File: src/hw/rtl/gnz_pkg.sv
// ----------------------------------------------------------------------------
// gnz_pkg
// Shared types and constants for the gradient noise block.
// ----------------------------------------------------------------------------
package gnz_pkg;

  localparam int TABLE_SIZE_DEF      = 256;
  localparam int COORD_FRAC_BITS_DEF = 16;
  localparam int QUEUE_DEPTH         = 4;

  // request codes on in_req_type
  localparam logic [2:0] REQ_EVAL    = 3'd0;
  localparam logic [2:0] REQ_WR_PERM = 3'd1;
  localparam logic [2:0] REQ_WR_G1   = 3'd2;
  localparam logic [2:0] REQ_WR_G2   = 3'd3;
  localparam logic [2:0] REQ_WR_G3   = 3'd4;

  typedef enum logic [2:0] {
    OP_EVAL,
    OP_WR_PERM,
    OP_WR_G1,
    OP_WR_G2,
    OP_WR_G3
  } op_t;

  typedef struct packed {
    op_t                op;
    logic [1:0]         dims;
    logic signed [31:0] coord_x;
    logic signed [31:0] coord_y;
    logic signed [31:0] coord_z;
    logic [7:0]         table_index;
    logic [7:0]         perm_value;
    logic signed [15:0] grad_x;
    logic signed [15:0] grad_y;
    logic signed [15:0] grad_z;
  } item_t;

  typedef struct packed {
    logic empty;
    logic full;
  } q_stat_t;

endpackage

File: src/hw/rtl/gnz_queue.sv
// ----------------------------------------------------------------------------
// gnz_queue
// Short FIFO of decoded words between the front end and the engine.
// ----------------------------------------------------------------------------
module gnz_queue #(
  parameter int DEPTH = gnz_pkg::QUEUE_DEPTH
) (
  input  logic              clk,
  input  logic              rst_n,
  input  logic              push,
  input  gnz_pkg::item_t    push_item,
  input  logic              pop,
  output gnz_pkg::item_t    head,
  output gnz_pkg::q_stat_t  q_stat
);
  import gnz_pkg::*;

  localparam int AW = $clog2(DEPTH);
  localparam int CW = $clog2(DEPTH + 1);

  item_t           q_mem [DEPTH];
  logic [AW-1:0]   wr_ptr_r;
  logic [AW-1:0]   rd_ptr_r;
  logic [CW-1:0]   count_r;

  assign q_stat.empty = (count_r == CW'(0));
  assign q_stat.full  = (count_r == CW'(DEPTH));
  assign head         = q_mem[rd_ptr_r];

  always_ff @(posedge clk) begin
    if (!rst_n) begin
      wr_ptr_r <= '0;
      rd_ptr_r <= '0;
      count_r  <= '0;
    end else begin
      if (push) wr_ptr_r <= wr_ptr_r + AW'(1);
      if (pop)  rd_ptr_r <= rd_ptr_r + AW'(1);
      if (push && !pop)      count_r <= count_r + CW'(1);
      else if (!push && pop) count_r <= count_r - CW'(1);
    end
  end

  always_ff @(posedge clk) begin
    if (push) q_mem[wr_ptr_r] <= push_item;
  end

  a_count_range: assert property (@(posedge clk) disable iff (!rst_n)
    count_r <= CW'(DEPTH))
    else $error("queue count past depth");

  a_no_overflow: assert property (@(posedge clk) disable iff (!rst_n)
    push |-> !q_stat.full)
    else $error("push into full queue");

endmodule

File: config.mk
export PLATFORM = sky130hd
export DESIGN_NAME = gnz_queue
export DESIGN_NICKNAME = d
export VERILOG_FILES = /design/src/hw/rtl/gnz_pkg.sv /design/src/hw/rtl/gnz_queue.sv
export SDC_FILE = /design/constraint.sdc
export NUM_CORES = 1
export LEC_CHECK = 0
export ABC_AREA = 1
export BUFFER_PORTS_ARGS = -buffer_cell sky130_fd_sc_hd__buf_2
export CELL_PAD_IN_SITES_DETAIL_PLACEMENT = 2
export CELL_PAD_IN_SITES_GLOBAL_PLACEMENT = 2
export CORE_MARGIN = 2
export CORE_UTILIZATION = 35
export CTS_CLUSTER_SIZE = 12
export DETAILED_ROUTE_END_ITERATION = 6
export PLACE_DENSITY_LB_ADDON = 0.15
export RECOVER_POWER = 50
export SLEW_MARGIN = 40
export SYNTH_ARGS = -nofsm -noshare
export SYNTH_HDL_FRONTEND = slang
export SYNTH_SLANG_ARGS = --single-unit
File: constraint.sdc
create_clock -name clk -period 12.65 [get_ports clk]
set_input_delay 1.265 -clock clk [delete_from_list [all_inputs] [get_ports clk]]
set_output_delay 1.265 -clock clk [all_outputs]
set_load 0.01 [all_outputs]
==> results of run 1 <==
==> flip-flops by register name, summed over array words and instances, names as in the netlist, named ones only <==
name      count
q_mem       660
rd_ptr_r      2
wr_ptr_r      2
count_r       3
==> routing by layer <==
| metal | GRT usage | share of wire |
|---|---|---|
| met1 | 0.225 | 0.41 |
| met2 | 0.336 | 0.52 |
| met3 | 0.0444 | 0.047 |
| met4 | 0.0577 | 0.022 |
| met5 | 0 | 0.0015 |
==> power by group through the flow <==
| stage | Combinational (W) | Sequential (W) | Clock, W |
|---|---|---|---|
| 4_1_cts | 0.000461 | 0.00257 | 0.00210 |
| 5_1_grt | 0.000492 | 0.00258 | 0.00217 |
| 6_report | 0.000441 | 0.00257 | 0.00204 |
| 3_5_place_dp | 0.000459 | 0.00261 | 0 |
| 2_1_floorplan | 0.000246 | 0.00261 | 0 |
| 3_3_place_gp | 0.000439 | 0.00261 | 0 |
==> final timing paths <==
path                     from      endpoint  slack [ns]  depth (start not counted)
hold reg to reg   rd_ptr_r[1]      register        0.47                          1
hold / removal    rd_ptr_r[1]      register        0.47                          1
setup / recovery         push  q_mem[2][74]        6.76                          4
setup reg to reg  wr_ptr_r[0]  q_mem[2][74]        6.95                          5
==> through the flow <==
step / setup slack, ns / power [W] / hold slack, ns
3_5_place_dp: 8.48 / 0.00307 / 0.465
5_1_grt: 6.10 / 0.00524 / 0.493
4_1_cts: 7.82 / 0.00512 / 0.482
6_report: 6.76 / 0.00505 / 0.473
2_1_floorplan: 7.66 / 0.00286 / 0.412
3_3_place_gp: 8.07 / 0.00305 / 0.418
==> cells in the final DEF (no fill, tap or decap), drive strengths merged <==
cell type	instances
nor3	2
ha	5
diode	5
edfxtp	660
nand4	1
nand3	1
nor2	335
nand2	9
dfxtp	9
a21oi	4
buf	187
o22ai	165
clkinv	22
clkbuf	265
o21ai	336
inv	16
clkinvlp	3
bufinv	5
fa	1
==> Yosys cell counts, drive strengths merged <==
library cell  instances
edfxtp              660
o21ai               336
nor2                335
o22ai               165
clkbuf               57
buf                  52
inv                  17
dfxtp                 9
nand2                 9
ha                    5
a21oi                 4
nor3                  2
fa                    1
nand3                 1
nand4                 1
==> kinds of logic (layout without fill, tap and decap cells) <==
logic type / count (synthesis) / after routing
compound gates: 505 / 505
fa+ha+maj: 6 / 6
buf+inv: 126 / 498
flops: 669 / 669
other cells: 0 / 5
simple gates: 348 / 348
==> cell type report <==
cell class / instances / area [sq um]
tap: 940 / 1180
inverter: 17 / 96.3
timing repair buffer: 354 / 1700
multi-input combinational: 859 / 4130
clock buffer: 98 / 1980
fill: 7016 / 40900
antenna: 5 / 12.5
clock inverter: 29 / 270
sequential: 669 / 20000
==> worst register-to-register path, stage by stage, from the launching register on <==
cell and delay [ns]:
dfxtp_1 0.37, inv_1 0.11, ha_1 0.21, nand2_1 0.09, clkinvlp_2 2.98, buf_4 1.51
==> run_results.csv, run 1 <==
group,metric,value,unit
cts,clkLatencyLatePin,0.60,ns
timing,relSlewSlack,-1.70,
finish,finalNetCount,2150,
routing,first_pass_iters,6,
cts,cts_tree,"yes",
logic_synthesis,synth-xor-area-share,0,
routing,viasPerCell,5.14,
cts,htreeDepth,3,
floorplan,num_rows,97,
power,power.internal,0.00387,W
timing,finalSetupTns,0,ns
logic_synthesis,synth_top_area_share,0.796,
routing,dr.first_iter.drc_count,825,
critical_path,slowest_stage,"clkinvlp_2",
logic_synthesis,synth_top_family_by_area,"compound AO/OA/AOI/OAI gates",
grt,grt_antenna_before_repair,14,
cts,numCtsBuffers,74,
grt,grt_overflow_total,0,
finish,drive_gt1_frac,0.141,
logic_synthesis,synth_area_leaders,"edfxtp_1, o21ai_0, nor2_1",
placed_design,placed_cells,2837,
cts,cts_hold_buffers,0,
critical_path,cp_num_buf_inv,3,
placed_design,hpwl,40.5,mm
power,ir_worst_vdd,0.112,mV
power,clockPowerShare,0.404,
outcome,violations,"capacitance limit, slew limit",
critical_path,path_max_fanout,72,
logic_synthesis,ys_ff_latch,669,
routing,antenna_left,0,
placed_design,portBuffers,335,
logic_synthesis,synth_fa_ha_area_frac,0.00331,
logic_synthesis,yosysUniqueCellTypes,20,
floorplan,die_w,271,um
critical_path,cp-start-kind,"input port",
critical_path,path_class,"in2reg",
power,pwr-share-comb,0.087,
timing,clock_skew,0.0196,ns
routing,drc,0,
cts,cts_setup_buffers,0,
logic_synthesis,synth_compound_area_frac,0.110,
timing,slew_violations,142,
timing,rsz0062_at_grt,"no",
timing,worst_pin_slew,4.03,ns
critical_path,cp_top_family,"buffers and inverters",
logic_synthesis,synth_warnings,0,
cts,cts-root-buf,"clkbuf_16",
logic_synthesis,syn-instance-count,1654,
power,p_switching,0.00118,W
finish,final_core_util,0.418,
floorplan,placeableCoreArea,70300,sq um
grt,grt_pass1_wl,105,mm
critical_path,critPathRequiredTime,12.87,ns
power,p_sw_frac,0.233,
finish,syn_to_final_growth,17.9,%
floorplan,die_h,271,um
placed_design,dpl_cell_area,27300,sq um
placed_design,routabilityCongestion,0.711,
finish,final_cells,2971,
cts,cts-resized-gates,0,
floorplan,start_util,0.355,
cts,clockBufferDepth,3,
outcome,outcome,"complete, but fails checks",
cts,clk_pin_slew_worst_paths,0.06,ns
timing,final.min_clock_period,5.89,ns
routing,vias,15300,
logic_synthesis,synth_top_cell_by_area,"edfxtp_1",
floorplan,ios,336,
timing,max_freq,170,MHz
routing,wl_per_cell,23.4,um
power,seqPwrFrac,0.509,
power,power.static_leakage,9.66,nW
grt,grt_max_degree,169,
timing,hold_viol_final,0,
timing,fin_crit_sh,0.466,
power,p_per_area,172,nW/um^2
min_path,hold_class,"reg2reg",
routing,drt-total-wl,69.6,mm
grt,first_global_vias,17100,
cts,cts.sinks,669,
timing,setup-violations-final,0,
finish,design_area,29400,sq um
logic_synthesis,synth_simple_gate_area_frac,0.0527,
logic_synthesis,synth_area_per_cell,15.1,sq um
flow_run,drv_cap,2,
logic_synthesis,ys_seq_area_frac,0.803,
critical_path,worstPathArrival,6.11,ns
logic_synthesis,muxShareOfSynthArea,0,
logic_synthesis,synth_nets,1829,
critical_path,end_kind,"register",
critical_path,path_cells,"clkbuf_1, nand2_1, clkinvlp_2, buf_4",
critical_path,cpPeakStageDelay,2.98,ns
logic_synthesis,syn_area,24900,sq um
grt,track_usage,0.188,
floorplan,dieArea,73300,sq um
No activity file was read; power rests on OpenSTA's default activity.
==> run 2: changes to the inputs <==
Settings changed: ABC_AREA 1 to 0.
Clock period 12.65 ns to 4.7 ns, I/O delays scaled along.
==> run 2 against run 1 <==
Net effect: the run still ends with capacitance limit, slew limit left; largest power group unchanged; sequential power rose to 2.7 times the previous value; largest cell class unchanged; power rose to 2.7 times the previous value; critical endpoint is now q_mem[2][45]; non-clock buffer count up 1; count of clock-buffer cells in the layout up 6; first-iteration DRC count down 10%; register-to-register slack worse by 5.5 ns; sequential share of layout area up 0.27 points; worst hold slack worse by 0.35 ns; flip-flop and latch count unchanged; critical path depth unchanged.
==> run_results.csv, run 2 <==
group,metric,value,unit
logic_synthesis,synth_edf_count,660,
critical_path,path_max_fanout,76,
critical_path,cp-start-kind,"register",
min_path,hold_class,"in2reg",
timing,setup-violations-final,0,
finish,reg_top3,"q_mem x660, count_r x3",
routing,drc,0,
cts,cts-resized-gates,0,
timing,slew_violations,205,
logic_synthesis,yosysUniqueCellTypes,23,
outcome,violations,"capacitance limit, slew limit",
timing,finalSetupTns,0,ns
logic_synthesis,synth_area_per_cell,27.0,sq um
cts,cts_hold_buffers,0,
critical_path,critPathRequiredTime,4.93,ns
floorplan,dieArea,71800,sq um
cts,cts.sinks,669,
power,power.static_leakage,9.31,nW
critical_path,cp_top_family,"simple AND/OR/NAND/NOR gates",
routing,antenna_left,0,
floorplan,start_util,0.354,
timing,setup_ws,1.46,ns
finish,syn_to_final_growth,19.9,%
timing,fin_crit_sh,0.690,
power,p_switching,0.00308,W
finish,largest_reg_flops,660,
grt,track_usage,0.156,
timing,final.min_clock_period,3.24,ns
placed_design,hpwl,33.7,mm
finish,fillers,6392,
finish,finalNetCount,1475,
routing,viasPerCell,4.76,
timing,hold_viol_final,0,
grt,grt_overflow_total,0,
timing,relSlewSlack,-0.793,
logic_synthesis,synth_top_cell_by_area,"edfxtp_1",
cts,clockBufferDepth,3,
finish,drive_gt1_frac,0.334,
cts,cts-root-buf,"clkbuf_16",
placed_design,portBuffers,335,
cts,clk_pin_slew_worst_paths,0.06,ns
routing,wl_per_cell,24.3,um
logic_synthesis,synth.most_common_cell,"edfxtp_1",
critical_path,slowest_stage,"and2_1",
critical_path,end_kind,"register",
power,p_sw_frac,0.223,
logic_synthesis,ys_ff_latch,669,
cts,cts_setup_buffers,0,
critical_path,worstPathArrival,3.47,ns
critical_path,path_cells,"inv_1, ha_1, and2_1, buf_12",
floorplan,num_rows,96,
logic_synthesis,syn-instance-count,905,
logic_synthesis,ys_seq_area_frac,0.820,
power,p_per_area,472,nW/um^2
routing,dr.first_iter.drc_count,740,
placed_design,place_worst_setup_slack,2.12,ns
timing,rsz0062_at_grt,"no",
finish,seq_area,20000,sq um
timing,worst_pin_slew,2.69,ns
grt,grt_antenna_before_repair,8,
timing,whs,0.119,ns
finish,final_cell_mix,"edfxtp_1, clkbuf_1, buf_2, mux4_2, clkbuf_16",
critical_path,cp_num_buf_inv,2,
grt,grt_pass1_wl,81.7,mm
grt,first_global_vias,12300,
floorplan,placeableCoreArea,68800,sq um
finish,multiInputGateArea,3970,sq um
timing,clock_skew,0.0199,ns
power,power.internal,0.0107,W
finish,largest_register,"q_mem",
placed_design,routabilityCongestion,0.713,
cts,clkLatencyLatePin,0.61,ns
power,seqPwrFrac,0.504,
floorplan,ios,336,
power,pwr-share-comb,0.091,
finish,final_common_cell,"edfxtp_1",
critical_path,path_class,"reg2reg",
timing,max_freq,308,MHz
logic_synthesis,synth_top_area_share,0.812,
routing,vias,10900,
logic_synthesis,syn_area,24400,sq um
floorplan,die_h,268,um
logic_synthesis,synth_top_cells_by_count,"edfxtp_1, mux4_2, buf_2, buf_12",
outcome,outcome,"complete, but fails checks",
logic_synthesis,async_flop_share,0,
logic_synthesis,dominantRegCellSynth,"edfxtp_1",
cts,htreeDepth,3,
power,ir_worst_vdd,0.289,mV
routing,first_pass_iters,5,
logic_synthesis,synth_nets,1080,
critical_path,cpPeakStageDelay,1.68,ns
grt,grt_max_degree,89,
power,clockPowerShare,0.405,
floorplan,die_w,268,um
logic_synthesis,synth_warnings,0,
finish,final_core_util,0.425,
cts,cts_tree,"yes",
flow_run,drv_cap,3,
logic_synthesis,synth_area_leaders,"edfxtp_1, mux4_2, buf_12",
routing,drt-total-wl,55.7,mm
cts,numCtsBuffers,75,
==> run 2: per-layer routing <==
layer | routed length, um | global-route usage
met1 | 22400 | 0.191
met2 | 28400 | 0.264
met3 | 3680 | 0.0499
met4 | 1240 | 0.0457
met5 | 72 | 0
==> run 2: final timing paths <==
path / depth (start not counted) / slack, ns / from / endpoint
max: 4 / 1.46 / wr_ptr_r[0] / q_mem[2][45]
min: 1 / 0.12 / push_item[72] / q_mem[2][72]
max reg2reg: 4 / 1.46 / wr_ptr_r[0] / q_mem[2][45]
min reg2reg: 2 / 0.52 / count_r[2] / count_r[2]
==> run 2: worst reg2reg max path, stage by stage (launching register included) <==
cell and delay (ns):
dfxtp_1 0.35, inv_1 0.09, ha_1 0.14, and2_1 1.68, buf_12 0.48
==> run 2: cell type report <==
cell class / instances / area share
Antenna cell: 3 / 0.000257
Clock buffer: 104 / 0.0707
Clock inverter: 29 / 0.00920
Inverter: 4 / 0.000513
Multi-Input combinational cell: 195 / 0.136
Sequential cell: 669 / 0.684
Tap cell: 931 / 0.0398
Timing Repair Buffer: 355 / 0.0599
==> run 2: stage by stage <==
step,total power (W),cells,cell area (sq um)
CTS,0.0141,2287,29500
global route,0.0143,2287,29200
floorplan,0.00782,905,24400
detailed placement,0.00840,2154,27200
finish,0.0138,2290,29300
global placement,0.00836,2153,27100
==> run 2: logic make-up (layout without fill, tap and decap cells) <==
logic type / after synthesis / in the layout / synth area share
DFF: 669 / 669 / 0.820
other: 0 / 3 / 0
xor gates and xnor gates: 5 / 5 / 0.00180
buffers and inverters: 41 / 492 / 0.0177
muxes: 167 / 167 / 0.153
and+or+nand+nor: 15 / 15 / 0.00374
adders and majority gates: 6 / 6 / 0.00338
AOI/OAI and AO/OA: 2 / 2 / 0.000513
==> run 2: power by group through the flow <==
| stage | logic [W] | registers, W | clock network [W] |
|---|---|---|---|
| after floorplan | 0.000778 | 0.00704 | 0 |
| after global placement | 0.00129 | 0.00707 | 0 |
| after detailed placement | 0.00133 | 0.00708 | 0 |
| after CTS | 0.00133 | 0.00695 | 0.00580 |
| after global routing | 0.00137 | 0.00698 | 0.00599 |
| final | 0.00125 | 0.00695 | 0.00559 |
==> run 3: changes to the inputs <==
Clock period 4.7 ns to 2.75 ns, I/O delays scaled along.
==> run 3 against run 2 <==
Net effect: final cell count is 7.6% higher; sequential power is 71% higher; global-route usage is 0.81 points higher; via count is 7.3% higher; the flow still finishes with violations (capacitance limit, slew limit); critical path type unchanged; setup slack worse by 1.3 ns; routed wire length is 3.7% higher; clock skew hardly changed.
==> run_results.csv, run 3 (synthesis results as in run 2) <==
group,metric,value,unit
finish,largest_register,"q_mem",
placed_design,portBuffers,335,
grt,first_global_vias,13500,
critical_path,path_cells,"inv_1, ha_1, and2_1, clkbuf_2",
grt,grt_antenna_before_repair,8,
timing,whs,0.0776,ns
power,clockPowerShare,0.386,
critical_path,worstPathArrival,2.73,ns
critical_path,end_kind,"register",
power,ir_worst_vdd,0.506,mV
cts,numCtsBuffers,74,
grt,track_usage,0.164,
cts,cts_tree,"yes",
critical_path,path_max_fanout,48,
power,p_sw_frac,0.226,
timing,max_freq,392,MHz
timing,hold_viol_final,0,
power,power.internal,0.0180,W
timing,clock_skew,0.0203,ns
timing,fin_crit_sh,0.929,
timing,rsz0062_at_grt,"no",
routing,antenna_left,0,
cts,cts.sinks,669,
placed_design,hpwl,35.2,mm
critical_path,path_class,"reg2reg",
floorplan,dieArea,71800,sq um
routing,drt-total-wl,57.8,mm
finish,final_common_cell,"edfxtp_1",
cts,clk_pin_slew_worst_paths,0.06,ns
finish,reg_top3,"q_mem x660, count_r x3",
power,power.static_leakage,10.0,nW
power,pwr-share-comb,0.104,
cts,clockBufferDepth,3,
critical_path,cp_num_buf_inv,2,
placed_design,dpl_cell_area,27400,sq um
power,seqPwrFrac,0.510,
floorplan,die_w,268,um
timing,finalSetupTns,0,ns
floorplan,start_util,0.354,
finish,final_cell_mix,"edfxtp_1, clkbuf_1, buf_2, dlygate4sd3_1, mux4_2",
critical_path,cp-start-kind,"register",
placed_design,routabilityCongestion,0.701,
routing,viasPerCell,4.74,
min_path,hold_class,"in2reg",
timing,slew_violations,49,
timing,final.min_clock_period,2.55,ns
routing,drc,0,
finish,largest_reg_flops,660,
finish,syn_to_final_growth,27.1,%
power,p_switching,0.00526,W
outcome,outcome,"complete, but fails checks",
cts,htreeDepth,3,
floorplan,die_h,268,um
flow_run,drv_cap,1,
power,p_per_area,750,nW/um^2
timing,setup_ws,0.197,ns
timing,worst_pin_slew,1.61,ns
routing,wl_per_cell,23.4,um
critical_path,cpPeakStageDelay,1.20,ns
timing,setup-violations-final,0,
critical_path,slowest_stage,"clkbuf_2",
grt,grt_pass1_wl,86.8,mm
critical_path,cp_top_family,"buffers and inverters",
routing,dr.first_iter.drc_count,760,
finish,drive_gt1_frac,0.304,
floorplan,ios,336,
floorplan,num_rows,96,
finish,design_area,31000,sq um
floorplan,placeableCoreArea,68800,sq um
timing,relSlewSlack,-0.0759,
grt,grt_overflow_total,0,
placed_design,place_worst_setup_slack,0.763,ns
cts,cts-root-buf,"clkbuf_16",
critical_path,critPathRequiredTime,2.93,ns
grt,grt_max_degree,64,
outcome,violations,"capacitance limit, slew limit",
finish,finalNetCount,1657,
cts,clkLatencyLatePin,0.59,ns
routing,vias,11700,
power,total_power,0.0233,W
routing,first_pass_iters,6,
[run 3: metrics by stage]
| step | instances | utilization |
|---|---|---|
| after detailed placement | 2171 | 0.399 |
| after global placement | 2171 | 0.399 |
| final | 2465 | 0.450 |
| after global routing | 2463 | 0.450 |
| after floorplan | 905 | - |
| after CTS | 2460 | 0.454 |
[run 3: worst paths after layout]
| check | slack (ns) | endpoint | depth (start not counted) | from |
|---|---|---|---|---|
| max | 0.20 | q_mem[2][5] | 4 | wr_ptr_r[0] |
| min | 0.08 | rd_ptr_r[0] | 3 | pop |
| max reg2reg | 0.20 | q_mem[2][5] | 4 | wr_ptr_r[0] |
| min reg2reg | 0.52 | count_r[2] | 2 | count_r[2] |
[run 3: routing by layer]
metal	GRT usage	vias up	part of all wire
li1	-	5086	-
met1	0.200	6224	0.40
met2	0.283	285	0.52
met3	0.0476	93	0.059
met4	0.0450	8	0.022
met5	0	-	0.00085
[run 3: worst min-delay path: stages]
cell and delay [ns]:
buf_2 0.12, xor2_1 0.08, and2_1 0.15
[run 3: area by class of cell]
class / count / area (sq um)
clock buffers: 89 / 1930
fillers: 6286 / 37800
multi-input cells: 195 / 3970
repair buffers: 538 / 3690
flip-flops and latches: 669 / 20000
inverters: 4 / 15.0
diodes: 5 / 12.5
well taps: 931 / 1160
clock inverters: 34 / 206
[run 3: power by group through the flow]
stage               combinational, W  sequential [W]  clock [W]
floorplan                    0.00133          0.0120          0
global placement             0.00231          0.0120          0
detailed placement           0.00235          0.0121          0
CTS                          0.00256          0.0119    0.00929
global route                 0.00264          0.0119    0.00965
finish                       0.00242          0.0119    0.00897
[run 3: what timing repair did]
action / in CTS / in global routing
setup endpoints to repair: 0 / 0
hold endpoints to repair: 668 / 0
hold buffers: 166 / 0
buffers inserted: 0 / 0
gates resized for setup: 0 / 0
